==> src/sv/gffrp_pkg.sv <==
`timescale 1ns / 1ps
// ----------------------------------------------------------------------------
// gffrp_pkg
// Shared types and constants of the first-fit rectangle placer: beat
// payloads, result status codes, controller states and the command and
// status bundles between controller and datapath.
// ----------------------------------------------------------------------------
package gffrp_pkg;

  // default grid size
  localparam int GRID_W_DEF = 8;
  localparam int GRID_H_DEF = 15;

  // placed counter saturation value
  localparam logic [6:0] COUNT_MAX = 7'd127;

  // request opcodes
  localparam logic OP_CLEAR = 1'b0;
  localparam logic OP_PLACE = 1'b1;

  // result status codes
  typedef enum logic [1:0] {
    ST_PLACED  = 2'd0,
    ST_NOROOM  = 2'd1,
    ST_CLEARED = 2'd2
  } status_t;

  // input beat
  typedef struct packed {
    logic       op;
    logic [3:0] rect_width;
    logic [3:0] rect_height;
  } in_t;

  // output beat
  typedef struct packed {
    status_t    status;
    logic [6:0] anchor_index;
    logic [6:0] placed_count;
  } out_t;

  // controller states
  typedef enum logic [2:0] {
    S_IDLE,
    S_DECODE,
    S_SCAN,
    S_MARK,
    S_DONE
  } state_t;

  // controller to datapath commands
  typedef struct packed {
    logic load;
    logic clear;
    logic scan_step;
    logic mark;
    logic out_load;
  } cmd_t;

  // datapath to controller status
  typedef struct packed {
    logic op_clear;
    logic size_zero;
    logic scan_last;
    logic found;
    logic out_free;
  } sts_t;

endpackage

==> src/sv/gffrp_ctrl.sv <==
`timescale 1ns / 1ps
// ----------------------------------------------------------------------------
// gffrp_ctrl
// Sequencer of the placer: takes a request, runs the row scan and the marking
// step for a non-empty place, and the result load into the output register.
// ----------------------------------------------------------------------------
module gffrp_ctrl (
  input  logic            clk,
  input  logic            rst,
  input  logic            in_valid,
  output logic            in_ready,
  input  gffrp_pkg::sts_t sts,
  output gffrp_pkg::cmd_t cmd
);

  gffrp_pkg::state_t state;
  gffrp_pkg::state_t state_next;

  // state register
  always_ff @(posedge clk) begin
    if (rst) begin
      state <= gffrp_pkg::S_IDLE;
    end else begin
      state <= state_next;
    end
  end

  // next state and commands
  always_comb begin
    state_next = state;
    cmd        = '0;
    in_ready   = 1'b0;
    case (state)
      gffrp_pkg::S_IDLE: begin
        in_ready = 1'b1;
        if (in_valid) begin
          cmd.load   = 1'b1;
          state_next = gffrp_pkg::S_DECODE;
        end
      end
      gffrp_pkg::S_DECODE: begin
        if (sts.op_clear) begin
          cmd.clear  = 1'b1;
          state_next = gffrp_pkg::S_DONE;
        end else if (sts.size_zero) begin
          state_next = gffrp_pkg::S_DONE;
        end else begin
          state_next = gffrp_pkg::S_SCAN;
        end
      end
      gffrp_pkg::S_SCAN: begin
        cmd.scan_step = 1'b1;
        if (sts.scan_last) begin
          state_next = gffrp_pkg::S_MARK;
        end
      end
      gffrp_pkg::S_MARK: begin
        cmd.mark   = sts.found;
        state_next = gffrp_pkg::S_DONE;
      end
      gffrp_pkg::S_DONE: begin
        if (sts.out_free) begin
          cmd.out_load = 1'b1;
          state_next   = gffrp_pkg::S_IDLE;
        end
      end
      default: begin
        state_next = gffrp_pkg::S_IDLE;
      end
    endcase
  end

endmodule

==> src/sv/gffrp_dp.sv <==
`timescale 1ns / 1ps
// ----------------------------------------------------------------------------
// gffrp_dp
// Datapath of the placer: occupancy rows, per-column free-run counters for
// the bottom-up row scan, the best anchor so far, the placed counter and
// the output register.
// ----------------------------------------------------------------------------
module gffrp_dp #(
  parameter int GRID_W = gffrp_pkg::GRID_W_DEF,
  parameter int GRID_H = gffrp_pkg::GRID_H_DEF
) (
  input  logic            clk,
  input  logic            rst,
  input  gffrp_pkg::in_t  in_data,
  input  gffrp_pkg::cmd_t cmd,
  output gffrp_pkg::sts_t sts,
  output logic            out_valid,
  input  logic            out_ready,
  output gffrp_pkg::out_t out_data
);

  localparam int XW    = (GRID_W > 1) ? $clog2(GRID_W) : 1;
  localparam int YW    = (GRID_H > 1) ? $clog2(GRID_H) : 1;
  localparam int RW    = $clog2(GRID_H + 1);
  localparam int CW    = (RW > 4) ? RW : 4;
  localparam int XS    = ((XW > 4) ? XW : 4) + 1;
  localparam int YS    = ((YW > 4) ? YW : 4) + 1;
  localparam int IW    = (GRID_W * GRID_H > 1) ? $clog2(GRID_W * GRID_H) : 1;
  localparam int IDX_W = (IW > 7) ? IW : 7;

  // latched request
  logic       op_q;
  logic [3:0] w_q;
  logic [3:0] h_q;

  // occupancy rows and free-run counters
  logic [GRID_W-1:0] rows [GRID_H];
  logic [RW-1:0]     run  [GRID_W];
  logic [RW-1:0]     run_next [GRID_W];

  logic [YW-1:0] y_q;
  logic          found;
  logic [XW-1:0] best_x;
  logic [YW-1:0] best_y;
  logic [6:0]    count;
  logic [6:0]    count_inc;

  logic [GRID_W-1:0] cur_row;
  logic [GRID_W-1:0] fit;
  logic              fit_any;
  logic [XW-1:0]     fit_x;
  logic [GRID_W-1:0] mark_mask;
  logic [GRID_H-1:0] mark_rows;
  logic [IDX_W-1:0]  anchor_full;
  gffrp_pkg::out_t   out_next;

  // status toward the controller
  assign sts.op_clear  = (op_q == gffrp_pkg::OP_CLEAR);
  assign sts.size_zero = (w_q == 4'd0) || (h_q == 4'd0);
  assign sts.scan_last = (y_q == '0);
  assign sts.found     = found;
  assign sts.out_free  = !out_valid || out_ready;

  // free runs with the current row on top, and anchor fits in that row
  always_comb begin
    cur_row = rows[y_q];
    for (int c = 0; c < GRID_W; c++) begin
      run_next[c] = cur_row[c] ? '0 : run[c] + RW'(1);
    end
    for (int x = 0; x < GRID_W; x++) begin
      fit[x] = (XS'(x) + XS'(w_q) <= XS'(GRID_W));
      for (int c = 0; c < GRID_W; c++) begin
        if (c >= x && XS'(c) < XS'(x) + XS'(w_q) && CW'(run_next[c]) < CW'(h_q)) begin
          fit[x] = 1'b0;
        end
      end
    end
    fit_any = |fit;
    fit_x   = '0;
    for (int x = GRID_W - 1; x >= 0; x--) begin
      if (fit[x]) begin
        fit_x = XW'(x);
      end
    end
  end

  // cells covered by the chosen rectangle
  always_comb begin
    for (int c = 0; c < GRID_W; c++) begin
      mark_mask[c] = (XS'(c) >= XS'(best_x)) && (XS'(c) < XS'(best_x) + XS'(w_q));
    end
    for (int r = 0; r < GRID_H; r++) begin
      mark_rows[r] = (YS'(r) >= YS'(best_y)) && (YS'(r) < YS'(best_y) + YS'(h_q));
    end
  end

  // result beat
  always_comb begin
    count_inc   = (count == gffrp_pkg::COUNT_MAX) ? count : count + 7'd1;
    anchor_full = IDX_W'(best_x) + IDX_W'(best_y) * IDX_W'(GRID_W);
    if (op_q == gffrp_pkg::OP_CLEAR) begin
      out_next.status       = gffrp_pkg::ST_CLEARED;
      out_next.anchor_index = '0;
      out_next.placed_count = '0;
    end else if (found) begin
      out_next.status       = gffrp_pkg::ST_PLACED;
      out_next.anchor_index = anchor_full[6:0];
      out_next.placed_count = count_inc;
    end else begin
      out_next.status       = gffrp_pkg::ST_NOROOM;
      out_next.anchor_index = '0;
      out_next.placed_count = count;
    end
  end

  // control registers: map, counter, output valid
  always_ff @(posedge clk) begin
    if (rst) begin
      out_valid <= 1'b0;
      count     <= '0;
      for (int r = 0; r < GRID_H; r++) begin
        rows[r] <= '0;
      end
    end else begin
      if (cmd.clear) begin
        count <= '0;
        for (int r = 0; r < GRID_H; r++) begin
          rows[r] <= '0;
        end
      end
      if (cmd.mark) begin
        for (int r = 0; r < GRID_H; r++) begin
          if (mark_rows[r]) begin
            rows[r] <= rows[r] | mark_mask;
          end
        end
      end
      if (cmd.out_load) begin
        out_valid <= 1'b1;
        if (op_q == gffrp_pkg::OP_PLACE && found) begin
          count <= count_inc;
        end
      end else if (out_valid && out_ready) begin
        out_valid <= 1'b0;
      end
    end
  end

  // scan registers and output payload
  always_ff @(posedge clk) begin
    if (cmd.load) begin
      op_q  <= in_data.op;
      w_q   <= in_data.rect_width;
      h_q   <= in_data.rect_height;
      y_q   <= YW'(GRID_H - 1);
      found <= 1'b0;
      for (int c = 0; c < GRID_W; c++) begin
        run[c] <= '0;
      end
    end
    if (cmd.scan_step) begin
      y_q <= y_q - YW'(1);
      for (int c = 0; c < GRID_W; c++) begin
        run[c] <= run_next[c];
      end
      if (fit_any) begin
        found  <= 1'b1;
        best_x <= fit_x;
        best_y <= y_q;
      end
    end
    if (cmd.out_load) begin
      out_data <= out_next;
    end
  end

endmodule

==> src/sv/grid_first_fit_rect_placer_core.sv <==
`timescale 1ns / 1ps
// ----------------------------------------------------------------------------
// grid_first_fit_rect_placer_core
// First-fit rectangle placer on a GRID_W by GRID_H occupancy grid.
// ----------------------------------------------------------------------------
// A clear request goes from decode straight to the done state; a place request
// runs the scan and mark states in between, and a zero-size place skips them. The
// scan walks the occupancy rows from the bottom up, one row a cycle, keeping a
// free-run count per column, so every anchor in a row is checked in the cycle
// that row is read; the last fitting row seen, the topmost, is the first-fit
// anchor. The covered cells are then marked in the mark state. One request is in
// flight at a time; the next one is taken while the result still waits in the
// output register. The map clears at reset with no extra pass.
module grid_first_fit_rect_placer_core #(
  parameter int GRID_W = gffrp_pkg::GRID_W_DEF,
  parameter int GRID_H = gffrp_pkg::GRID_H_DEF
) (
  input  logic            clk,
  input  logic            rst,
  input  logic            in_valid,
  output logic            in_ready,
  input  gffrp_pkg::in_t  in_data,
  output logic            out_valid,
  input  logic            out_ready,
  output gffrp_pkg::out_t out_data
);

  gffrp_pkg::cmd_t cmd;
  gffrp_pkg::sts_t sts;

  // sequencer
  gffrp_ctrl u_ctrl (
    .clk      (clk),
    .rst      (rst),
    .in_valid (in_valid),
    .in_ready (in_ready),
    .sts      (sts),
    .cmd      (cmd)
  );

  // map and scan datapath
  gffrp_dp #(
    .GRID_W (GRID_W),
    .GRID_H (GRID_H)
  ) u_dp (
    .clk       (clk),
    .rst       (rst),
    .in_data   (in_data),
    .cmd       (cmd),
    .sts       (sts),
    .out_valid (out_valid),
    .out_ready (out_ready),
    .out_data  (out_data)
  );

endmodule

==> config.mk <==
export PLATFORM = sky130hd
export DESIGN_NAME = grid_first_fit_rect_placer_core
export DESIGN_NICKNAME = d
export VERILOG_FILES = /design/src/sv/gffrp_pkg.sv /design/src/sv/gffrp_ctrl.sv /design/src/sv/gffrp_dp.sv /design/src/sv/grid_first_fit_rect_placer_core.sv
export SDC_FILE = /design/constraint.sdc
export NUM_CORES = 1
export LEC_CHECK = 0
export ABC_AREA = 1
export BUFFER_PORTS_ARGS = -buffer_cell sky130_fd_sc_hd__buf_4
export CORE_ASPECT_RATIO = 0.7
export CORE_MARGIN = 3
export CORE_UTILIZATION = 60
export CTS_BUF_LIST = sky130_fd_sc_hd__clkbuf_2
export DETAILED_ROUTE_END_ITERATION = 6
export PLACE_DENSITY = 0.87
export SLEW_MARGIN = 30
export SYNTH_ARGS = -nofsm -noshare
export SYNTH_HDL_FRONTEND = slang
export SYNTH_SLANG_ARGS = --single-unit
==> constraint.sdc <==
create_clock -name clk -period 6.7 [get_ports clk]
set_input_delay 0.67 -clock clk [delete_from_list [all_inputs] [get_ports clk]]
set_output_delay 0.67 -clock clk [all_outputs]
set_load 0.03 [all_outputs]
==> metrics.csv <==
metric,value,unit
muxShareOfSynthArea,0,%
hold_start,in_data[1],
worstHoldPathCells,1,
finalClockSkew,0.0807,ns
path_depth,20,
finalCritPeriodShare,64.2,%
finalPower,3.48,mW
fin_tns_setup,0,ns
yosys.area_share.simple,22.2,%
clk_pin_slew,0.11,ns
synth_xor_area_share,1.85,%
avgSynthCellArea,8.52,um2
nets,1513,
grt_max_degree,75,
max_stage_delay,0.55,ns
hp-class,primary input to flip-flop,
gr-total-overflow,0,
htreeDepth,2,
drive_gt1_share,10.5,%
drc,0,
cts_sinks,204,
vdd_ir_drop_max,0.000182,V
ant_nets,0,
drtIter0Drc,1428,
r2r_setup_slack,2.40,ns
pwr_density_cell,274,nW/um2
status,completed,
core_area,19100,um2
yosysUniqueCellTypes,47,
critPathLaunchType,flip-flop,
tightest_slew,1.04,ns
cellLeakagePower,5.70,nW
die_w,174,um
synth_adder_area_share,6.26,%
grt_first_pass_wirelength,48.3,mm
r2r-end,u_dp.best_y[3]$_DFFE_PP_,
max_freq,232,MHz
die_area,21500,um2
slowest_stage,buf_4,
synth_fp_nets,1458,
end_kind,flip-flop,
hold_end,u_dp.h_q[1]$_DFFE_PP_,
grt_pass1_vias,9388,
place.gp.congestion,1.02,
maxCapViolCount,0,
path_max_fanout,74,
holdBufCountCts,0,
vias,10185,
ys_warn_count,0,
synth_ff_type,edfxtp_1,
final-max-slew-violation-count,0,
initial_core_util,61.8,%
crit_family,simple AND/OR/NAND/NOR gates,
dr.pass1.iters,7,
path_cells,buf_4 -> inv_1 -> buf_4 -> nand2_1 -> nand3_1 -> nand3_1 -> nand3_1 -> nand2_1 -> nor2_1 -> ha_1 -> a21oi_1 -> nand2_2 -> a21oi_1 -> nor2_1 -> nand2_1 -> nand2_2 -> nor2_1 -> nand2_1 -> nand2_1 -> inv_1,
clkLatencyLatePin,0.83,ns
synth_top_family_by_area,simple AND/OR/NAND/NOR gates,
async_flop_share,0,%
cts_resized,0,
wl_per_cell,17.8,um
n_antenna_cell,0,
netlist_area,11800,um2
synth-compound-area-share,11.2,%
grt_usage,28.5,%
path_buf_inv,4,
die_h,123,um
setup_viol,0,
numCtsBuffers,50,
cts_tree,built,
place.detailed.hpwl,22.4,mm
cts_buffer_depth,3,
area_growth,7.23,%
post_drt_via_cell_ratio,5.85,
post_cts_buffers,0,
clockRootBuffer,clkbuf_2,
final.min_clock_period,4.30,ns
yosys_register_bits,204,
critPathKind,flip-flop to flip-flop,
row_count,42,
crit_top_cell,nand2_1,
final_hold_viol_count,0,
io_buffers,30,
arrival,4.81,ns
required,7.21,ns
relSlewSlack,30.7,%
rr_worst_depth,20,
rsz0062_at_grt,no,
antenna_found_initial,0,
ios,31,
wl,31.1,mm
synth_edf_count,180,
ys_seq_area_share,49.8,%
synthCells,1387,
[synth_stat cells (all sizes together) (2+ instances only)]
master	instances	share of area, %
fa	2	0.34
clkinv	3	0.095
nor3	36	1.5
buf	25	1.7
nand2	299	9.7
a31oi	6	0.32
a211oi	2	0.13
nor4	4	0.21
a21oi	158	6.7
o21ai	41	1.7
nand3	128	5.6
o2111ai	2	0.15
nor2	132	4.2
o211ai	17	1.2
dfxtp	24	4.1
inv	205	6.5
nand4	2	0.11
xnor2	9	0.67
clkbuf	11	0.35
o21a	2	0.13
a21boi	3	0.19
xor2	16	1.2
nand3b	3	0.19
or2	11	0.58
edfxtp	180	46
ha	56	5.9
[placed cells by master, fill, tap and decap left out, drive strengths merged]
cell / n
a2111oi: 1
a211oi: 2
a21boi: 3
a21o: 1
a21oi: 158
a221oi: 1
a22o: 1
a31oi: 6
and3: 1
buf: 38
bufinv: 1
clkbuf: 76
clkinv: 13
clkinvlp: 1
dfxtp: 24
edfxtp: 180
fa: 2
ha: 56
inv: 206
nand2: 299
nand3: 128
nand3b: 3
nand4: 2
nor2: 132
nor3: 36
nor4: 4
o2111ai: 2
o211ai: 17
o21a: 2
o21ai: 41
o21ba: 1
o21bai: 1
o221ai: 1
o311ai: 1
o31ai: 1
or2: 11
xnor2: 9
xor2: 16
[metal layers]
metal	global-route usage, %	routed length [um]	vias up
met2	40.1	12800	658
met1	40.9	13300	4651
met3	10.9	4270	81
met5	1.62	43	-
met4	8.53	716	2
li1	-	-	4793
[kinds of logic after synthesis]
kind of cell    Yosys count
compound gates          240
xor+xnor                 25
fa+ha+maj                58
buf+inv                 244
flops                   204
simple gates            616
[sequential cells by signal, summed over array words and instances (netlist names), 3 cells and up, named ones only]
register       flops
u_dp.y_q           4
u_dp.best_y        4
u_dp.w_q           4
u_ctrl.state       3
u_dp.count         7
u_dp.run          32
u_dp.out_data     16
u_dp.best_x        3
u_dp.rows        120
u_dp.h_q           4
[power breakdown]
part | internal (mW) | switching [mW] | total, mW
sequential | 1.52 | 0.0710 | 1.59
combinational | 0.306 | 0.730 | 1.04
clock | 0.336 | 0.511 | 0.847
[cell type report]
cell class,instances,area [um2]
fillers,1574,6450
inverters,208,781
multi-input cells,939,4930
well taps,264,330
clock inverters,13,82.6
flip-flops and latches,204,5890
clock buffers,75,375
repair buffers,39,293
[how the worst max path moves through the flow]
| stage | startpoint | slack, ns | to |
|---|---|---|---|
| global route | flip-flop | 1.95 | u_dp.best_y[3]$_DFFE_PP_ |
| global placement | flip-flop | 2.62 | u_dp.best_y[2]$_DFFE_PP_ |
| finish | flip-flop | 2.40 | u_dp.best_y[3]$_DFFE_PP_ |
| floorplan | u_dp.best_y[1]$_DFFE_PP_ | 3.96 | u_dp.rows[12][0]$_SDFFCE_PP0P_ |
| detailed placement | flip-flop | 2.58 | u_dp.best_y[0]$_DFFE_PP_ |
| CTS | flip-flop | 2.51 | u_dp.best_y[3]$_DFFE_PP_ |
[metrics by stage]
stage / instance area [um2] / hold WS (ns) / utilization [%] / worst slack [ns] / std cells
floorplan: 11800 / 0.429 / - / 3.96 / 1387
global placement: 12200 / 0.445 / 63.8 / 2.62 / 1653
detailed placement: 12200 / 0.452 / 63.8 / 2.58 / 1653
CTS: 12700 / 0.0285 / 66.2 / 2.51 / 1741
global route: 12700 / 0.0143 / 66.3 / 1.95 / 1742
finish: 12700 / 0.0656 / 66.3 / 2.40 / 1742
[worst reg2reg max path: cells and delay by family (launching register included)]
family                   cells  cell delay, ns
AND/OR/NAND/NOR             13            1.41
buffers and inverters        4            1.39
AO/OA/AOI/OAI                2            0.59
flip-flops                   1            0.32
adder cells (fa/ha/maj)      1            0.31
No activity file was read; power rests on OpenSTA's default activity.
